`config.mk`:
```
export PLATFORM = sky130hd
export DESIGN_NAME = symbolic_mode_applier_top
export DESIGN_NICKNAME = d
export VERILOG_FILES = /design/src/rtl/sma_pkg.sv /design/src/rtl/sma_step.sv /design/src/rtl/symbolic_mode_applier_top.sv
export SDC_FILE = /design/constraint.sdc
export NUM_CORES = 1
export LEC_CHECK = 0
export BUFFER_PORTS_ARGS = -buffer_cell sky130_fd_sc_hd__buf_2
export CAP_MARGIN = 20
export CORE_MARGIN = 1
export CORE_UTILIZATION = 45
export DETAILED_ROUTE_END_ITERATION = 8
export HOLD_SLACK_MARGIN = 0.02
export PLACE_DENSITY = 0.66
export SYNTH_ARGS = -nofsm -noshare
export SYNTH_HDL_FRONTEND = slang
export SYNTH_HIERARCHICAL = 1
export SYNTH_SLANG_ARGS = --single-unit
```
`constraint.sdc`:
```
create_clock -name clk -period 2.6 [get_ports clk]
set_clock_uncertainty 0.2 [all_clocks]
set_input_delay 0.13 -clock clk [delete_from_list [all_inputs] [get_ports clk]]
set_output_delay 0.13 -clock clk [all_outputs]
set_load 0.01 [all_outputs]
```
`src/rtl/sma_pkg.sv`:
```
// shared types and constants of the symbolic mode applier
package sma_pkg;

  localparam int ModeW  = 12;
  localparam int PermW  = 9;
  localparam int CharW  = 8;
  localparam int StartW = 16;
  localparam int ErrW   = 2;

  localparam logic [ModeW-1:0] MODE_MASK   = 12'o7777;
  localparam logic [PermW-1:0] ALL_CLASSES = 9'h1FF;
  localparam logic [PermW-1:0] USER_BITS   = 9'h1C0;
  localparam logic [PermW-1:0] GROUP_BITS  = 9'h038;
  localparam logic [PermW-1:0] OTHER_BITS  = 9'h007;
  localparam logic [PermW-1:0] READ_BITS   = 9'h124;
  localparam logic [PermW-1:0] WRITE_BITS  = 9'h092;
  localparam logic [PermW-1:0] EXEC_BITS   = 9'h049;

  localparam logic [CharW-1:0] CH_U     = 8'h75;
  localparam logic [CharW-1:0] CH_G     = 8'h67;
  localparam logic [CharW-1:0] CH_O     = 8'h6F;
  localparam logic [CharW-1:0] CH_A     = 8'h61;
  localparam logic [CharW-1:0] CH_R     = 8'h72;
  localparam logic [CharW-1:0] CH_W     = 8'h77;
  localparam logic [CharW-1:0] CH_X     = 8'h78;
  localparam logic [CharW-1:0] CH_COMMA = 8'h2C;
  localparam logic [CharW-1:0] CH_PLUS  = 8'h2B;
  localparam logic [CharW-1:0] CH_MINUS = 8'h2D;
  localparam logic [CharW-1:0] CH_EQUAL = 8'h3D;

  typedef enum logic [1:0] {
    OP_NONE = 2'd0,
    OP_ADD  = 2'd1,
    OP_SUB  = 2'd2,
    OP_SET  = 2'd3
  } op_t;

  typedef enum logic [ErrW-1:0] {
    ERR_NONE  = 2'd0,
    ERR_CLASS = 2'd1,
    ERR_NO_OP = 2'd2,
    ERR_PERM  = 2'd3
  } err_t;

  typedef struct packed {
    logic             in_perm_phase;
    logic             clause_started;
    logic [PermW-1:0] class_mask;
    op_t              pending_operator;
    logic [PermW-1:0] perm_bits;
    logic [ModeW-1:0] working_mode;
    err_t             first_error;
  } state_t;

  localparam state_t STATE_RESET = '{
    in_perm_phase:    1'b0,
    clause_started:   1'b0,
    class_mask:       '0,
    pending_operator: OP_NONE,
    perm_bits:        '0,
    working_mode:     '0,
    first_error:      ERR_NONE
  };

endpackage

```
`src/rtl/sma_step.sv`:
```
// next-state and result logic for one mode string character
module sma_step (
  input  sma_pkg::state_t                  state_q,
  input  logic [sma_pkg::CharW-1:0]        ch,
  input  logic                             has_char,
  input  logic                             first,
  input  logic                             last,
  input  logic [sma_pkg::ModeW-1:0]        start_mode,
  output sma_pkg::state_t                  state_nxt,
  output logic [sma_pkg::ModeW-1:0]        res_mode,
  output sma_pkg::err_t                    res_err
);
  import sma_pkg::*;

  function automatic op_t op_code(input logic [CharW-1:0] c);
    op_t op;
    op = OP_NONE;
    if (c == CH_PLUS) op = OP_ADD;
    else if (c == CH_MINUS) op = OP_SUB;
    else if (c == CH_EQUAL) op = OP_SET;
    return op;
  endfunction

  function automatic logic [ModeW-1:0] apply_clause(input state_t s);
    logic [ModeW-1:0] wm;
    logic [ModeW-1:0] pb;
    logic [ModeW-1:0] cm;
    pb = {{(ModeW-PermW){1'b0}}, s.perm_bits};
    cm = {{(ModeW-PermW){1'b0}}, s.class_mask};
    wm = s.working_mode;
    unique case (s.pending_operator)
      OP_ADD:  wm = wm | pb;
      OP_SUB:  wm = wm & ~pb;
      OP_SET:  wm = (wm & ~cm) | pb;
      default: wm = s.working_mode;
    endcase
    return wm & MODE_MASK;
  endfunction

  function automatic state_t clear_clause(input state_t s);
    state_t t;
    t = s;
    t.in_perm_phase    = 1'b0;
    t.clause_started   = 1'b0;
    t.class_mask       = '0;
    t.pending_operator = OP_NONE;
    t.perm_bits        = '0;
    return t;
  endfunction

  state_t s;
  op_t    op;

  always_comb begin
    s  = state_q;
    op = op_code(ch);
    res_mode = '0;
    res_err  = ERR_NONE;

    if (first) begin
      s = clear_clause(s);
      s.first_error  = ERR_NONE;
      s.working_mode = start_mode & MODE_MASK;
    end

    if (has_char && s.first_error == ERR_NONE) begin
      if (!s.in_perm_phase) begin
        priority if (ch == CH_U) begin
          s.class_mask     = s.class_mask | USER_BITS;
          s.clause_started = 1'b1;
        end else if (ch == CH_G) begin
          s.class_mask     = s.class_mask | GROUP_BITS;
          s.clause_started = 1'b1;
        end else if (ch == CH_O) begin
          s.class_mask     = s.class_mask | OTHER_BITS;
          s.clause_started = 1'b1;
        end else if (ch == CH_A) begin
          s.class_mask     = ALL_CLASSES;
          s.clause_started = 1'b1;
        end else if (op != OP_NONE) begin
          if (s.class_mask == '0) s.class_mask = ALL_CLASSES;
          s.pending_operator = op;
          s.perm_bits        = '0;
          s.in_perm_phase    = 1'b1;
        end else begin
          s.first_error = ERR_CLASS;
        end
      end else begin
        priority if (ch == CH_R) begin
          s.perm_bits = s.perm_bits | (READ_BITS & s.class_mask);
        end else if (ch == CH_W) begin
          s.perm_bits = s.perm_bits | (WRITE_BITS & s.class_mask);
        end else if (ch == CH_X) begin
          s.perm_bits = s.perm_bits | (EXEC_BITS & s.class_mask);
        end else if (ch == CH_COMMA) begin
          s.working_mode = apply_clause(s);
          s = clear_clause(s);
        end else if (op != OP_NONE) begin
          s.working_mode     = apply_clause(s);
          s.class_mask       = ALL_CLASSES;
          s.pending_operator = op;
          s.perm_bits        = '0;
          s.clause_started   = 1'b1;
        end else begin
          s.first_error = ERR_PERM;
        end
      end
    end

    if (last) begin
      if (s.first_error == ERR_NONE) begin
        if (s.in_perm_phase) s.working_mode = apply_clause(s);
        else if (s.clause_started) s.first_error = ERR_NO_OP;
      end
      res_mode = (s.first_error == ERR_NONE) ? s.working_mode : '0;
      res_err  = s.first_error;
      s = clear_clause(s);
      s.first_error = ERR_NONE;
    end

    state_nxt = s;
  end

endmodule

```
`src/rtl/symbolic_mode_applier_top.sv`:
```
// top level of the symbolic mode applier: input stage, clause state, result register
//
// channel   direction  handshake               payload
// in_       input      in_valid / in_ready     ch, has_char, first, last, start_mode
// out_      output     out_valid / out_ready   new_mode, error_code
//
// one character per cycle while not stalled: an item is held in the input stage, then the
// clause state and, on a last item, the result register are updated
// a last item passes the input stage and then the result register, which drives out_valid
// the input stage stalls only while it holds a last item and the result is not taken
// synchronous active-low reset clears the stage valids and the clause state
module symbolic_mode_applier_top (
  input  logic                          clk,
  input  logic                          rst_n,
  input  logic                          in_valid,
  output logic                          in_ready,
  input  logic [sma_pkg::CharW-1:0]     in_ch,
  input  logic                          in_has_char,
  input  logic                          in_first,
  input  logic                          in_last,
  input  logic [sma_pkg::StartW-1:0]    in_start_mode,
  output logic                          out_valid,
  input  logic                          out_ready,
  output logic [sma_pkg::ModeW-1:0]     out_new_mode,
  output logic [sma_pkg::ErrW-1:0]      out_error_code
);
  import sma_pkg::*;

  logic             s1_valid_r;
  logic [CharW-1:0] s1_ch_r;
  logic             s1_has_char_r;
  logic             s1_first_r;
  logic             s1_last_r;
  logic [ModeW-1:0] s1_start_r;

  state_t           state_r;
  state_t           state_nxt;
  logic [ModeW-1:0] res_mode;
  err_t             res_err;

  logic             out_valid_r;
  logic             out_valid_nxt;
  logic [ModeW-1:0] out_mode_r;
  err_t             out_err_r;

  logic             advance;
  logic             accept;

  assign advance  = s1_valid_r && (!s1_last_r || !out_valid_r || out_ready);
  assign in_ready = !s1_valid_r || advance;
  assign accept   = in_valid && in_ready;

  sma_step u_step (
    .state_q    (state_r),
    .ch         (s1_ch_r),
    .has_char   (s1_has_char_r),
    .first      (s1_first_r),
    .last       (s1_last_r),
    .start_mode (s1_start_r),
    .state_nxt  (state_nxt),
    .res_mode   (res_mode),
    .res_err    (res_err)
  );

  // input stage
  always_ff @(posedge clk) begin
    if (!rst_n) begin
      s1_valid_r <= 1'b0;
    end else if (in_ready) begin
      s1_valid_r <= in_valid;
    end
  end

  always_ff @(posedge clk) begin
    if (accept) begin
      s1_ch_r       <= in_ch;
      s1_has_char_r <= in_has_char;
      s1_first_r    <= in_first;
      s1_last_r     <= in_last;
      s1_start_r    <= in_start_mode[ModeW-1:0];
    end
  end

  // clause state
  always_ff @(posedge clk) begin
    if (!rst_n) begin
      state_r <= STATE_RESET;
    end else if (advance) begin
      state_r <= state_nxt;
    end
  end

  // result register
  always_comb begin
    out_valid_nxt = out_valid_r && !out_ready;
    if (advance && s1_last_r) out_valid_nxt = 1'b1;
  end

  always_ff @(posedge clk) begin
    if (!rst_n) begin
      out_valid_r <= 1'b0;
    end else begin
      out_valid_r <= out_valid_nxt;
    end
  end

  always_ff @(posedge clk) begin
    if (advance && s1_last_r) begin
      out_mode_r <= res_mode;
      out_err_r  <= res_err;
    end
  end

  assign out_valid      = out_valid_r;
  assign out_new_mode   = out_mode_r;
  assign out_error_code = ErrW'(out_err_r);

  a_err_zero_mode : assert property (@(posedge clk) disable iff (!rst_n)
    out_valid_r |-> (out_err_r == ERR_NONE || out_mode_r == '0))
    else $error("error result carries a nonzero mode");

  a_clear_after_last : assert property (@(posedge clk) disable iff (!rst_n)
    (advance && s1_last_r) |=>
      (state_r.first_error == ERR_NONE && !state_r.in_perm_phase
       && state_r.pending_operator == OP_NONE))
    else $error("clause state not cleared after last item");

  a_perm_has_op : assert property (@(posedge clk) disable iff (!rst_n)
    state_r.in_perm_phase |-> state_r.pending_operator != OP_NONE)
    else $error("permission phase without operator");

  a_stall_cause : assert property (@(posedge clk) disable iff (!rst_n)
    !in_ready |-> (s1_valid_r && s1_last_r && out_valid_r && !out_ready))
    else $error("input stalled without a blocked result");

endmodule
```
==> out/qor.yml <==
run_status:
  outcome: "finished, violations left"
  violations: "negative setup slack"
power:
  p_total_mw: 2.84
  power.density_mw_per_mm2: 395
  peakVddDrop_mv: 0.318
  p_leak_nw: 2.76
logic_synthesis:
  yosysUniqueCellTypes: 79
  synth.cell_area_mm2: 0.00483
  synth_area_per_cell_um2: 8.87
  synth_fp_nets: 576
  synth-seq-cells: 75
  synth.area.top_cells: "edfxtp_1 23%, dfxtp_1 16%, mux2i_1 8.1%"
  synth_fa_ha_area_share_pct: 0
  synthFlopType: "dfxtp_1"
  synth_top_area_cell: "edfxtp_1"
  syn_inst: 545
  yosysMostFrequentCell: "nand2_1"
  synth-async-reset-ratio_pct: 0
  yosysWarnings: 6
  synth_top_family_by_area: "simple AND/OR/NAND/NOR gates"
  synth_edf_count: 37
  synth_compound_area_share_pct: 22.4
  synth-xor-area-share_pct: 0.544
  netlist.area_leader.share_pct: 23.0
  netlist_top_cells_count: "94 x nand2_1, 39 x mux2i_1, 38 x dfxtp_1"
  synthMuxAreaShare_pct: 9.71
  synth_seq_area_share_pct: 38.7
  synth-simple-area-share_pct: 22.8
place:
  post-place-ws_ps: -340
  io_buffers: 42
  dp_hpwl_mm: 12.4
  gp_congestion: 0.958
  placed_area_mm2: 0.00609
drt:
  top_layer_used: "met4"
  met3WireLength_mm: 1.85
  num_vias: 5248
  avgViaCountPerCell: 5.93
  firstDrtPassIters: 5
  routed_wl_mm: 17.7
  drt-wirelength-per-cell_um: 20.0
  drc: 0
  drtIter0Drc: 577
  wl_met2_mm: 7.83
  met1_length_mm: 7.66
  postRouteAntennaNets: 0
sta:
  rsz0062_at_grt: "yes"
  min_period_ps: 2920
  slew_headroom_pct: 40.2
  hold_viol: 0
  max_slew.worst_pin.slew_ps: 897
  timing.final.crit_share_pct: 112
  max_clock_freq_mhz: 343
  drv_slew: 0
  setup_violations: 23
  timing.final.ws_setup_ps: -316
cells_and_area:
  multi_input_area_mm2: 0.00316
  drive_above_1_share_pct: 42.1
  fillCellCount: 813
  final_cell_area_mm2: 0.00720
  area_growth_pct: 49.0
  seq_area_mm2: 0.00187
  final_nets: 774
global_route:
  antenna_found_initial: 0
  grt_use_total_pct: 30.9
  grt_pass1_wl_mm: 26.1
  grt_pass1_vias: 4871
  grt.overflow.total: 0
  grt_max_degree: 51
clocking:
  clk_pin_slew_ps: 90
  clock-sinks: 75
  h-tree-depth: 3
  cts_inserted_buffers: 9
  cts_buffer_depth: 2
  clock_latency_ps: 370
  cts_tree: "built"
  clock-root-buffer: "clkbuf_8"
floorplan:
  dieArea_mm2: 0.0112
  die_h_um: 106
  fp.dieW_um: 106
  start_util_pct: 46.6
  core_mm2: 0.0104
  rows: 37
  pin_count: 47
flow_run:
  maxCapViolCount: 0
critical_path:
  cp-end-kind: "register"
  worstPathRequired_ps: 2520
  cp-start-kind: "register"
  worstPathMaxFanout: 11
  critPathArrivalTime_ps: 2840
  path_class: "register to register"
min_path:
  hp-class: "input pin to register"
==> layer usage <==
layer  up-vias  GRT usage, %
li1       2418             -
met1      2504          43.9
met2       289          46.6
met3        37          6.80
met4         0          9.52
met5         -             0
==> logic make-up after synthesis <==
family / count (synthesis)
simple gates: 217
compound gates: 152
flops: 75
buf+inv: 52
mux: 46
xor+xnor: 3
==> final cells by class <==
| cell class | count | area share [%] |
|---|---|---|
| diodes | 1 | 0.0348 |
| clock buffers | 11 | 2.10 |
| clock inverters | 5 | 0.938 |
| inverters | 13 | 0.730 |
| multi-input cells | 418 | 43.9 |
| flip-flops and latches | 75 | 26.0 |
| well taps | 136 | 2.36 |
| repair buffers | 226 | 23.9 |
==> layout by cell type (no fill, tap or decap), types with 7 or more instances in the layout <==
cell	n
mux2i_1	39
dfxtp_1	38
mux2_2	7
and2_1	11
dlygate4sd3_1	26
nor2b_1	8
buf_2	43
a21oi_1	21
clkbuf_8	11
nand2_1	92
buf_6	8
o21ai_0	16
a31oi_1	9
buf_4	145
nor2_1	30
edfxtp_1	37
a22oi_1	7
inv_1	11
==> sequential cells by signal, indices dropped and copies added (netlist names) <==
signal	count
s1_first_r	1
s1_start_r	12
s1_last_r	1
s1_valid_r	1
s1_has_char_r	1
state_r	36
out_error_code	2
s1_ch_r	8
out_new_mode	12
out_valid	1
==> power by group <==
part           internal (mW)  switching [mW]  total, mW
clock network          0.511           0.487      0.999
logic                  0.254           0.291      0.544
registers               1.28          0.0224       1.30
==> critical path, cell delays in order, from the launching register on <==
cell      delay [ps]
edfxtp_1         440
buf_6            180
nand2b_1         160
buf_4            140
o21ai_2          170
nand2_1           90
and3_4           180
or4_4            520
clkbuf_4         220
o21ai_1          250
a21oi_1          100
==> stage by stage <==
stage / util [%] / hold WS, ps / instances / setup TNS, ps
final: 69.4 / 221 / 885 / -5200
after detailed placement: 58.7 / 108 / 828 / -4690
after global routing: 69.4 / 254 / 884 / -8100
after global placement: 58.7 / 106 / 828 / -3870
after floorplan: - / 28.9 / 545 / -2280
after CTS: 64.7 / 226 / 876 / -3240
==> timing repair <==
action                     CTS  global route
hold endpoints to repair    25             0
setup endpoints to repair   27            36
gates cloned                 0             2
hold buffers                26             0
buffers inserted             6             6
gates resized for setup     28            80
pin swaps                    3            18
==> path summary, 6_finish.rpt <==
check | cells after the start | slack, ps | startpoint | end
max | 10 | -320 | s1_ch_r[1] | out_new_mode[1]
max reg2reg | 10 | -320 | s1_ch_r[1] | out_new_mode[1]
min | 3 | 220 | rst_n | state_r[35]
min reg2reg | 2 | 270 | state_r[2] | state_r[2]
Power figures use the tool's default switching activity.
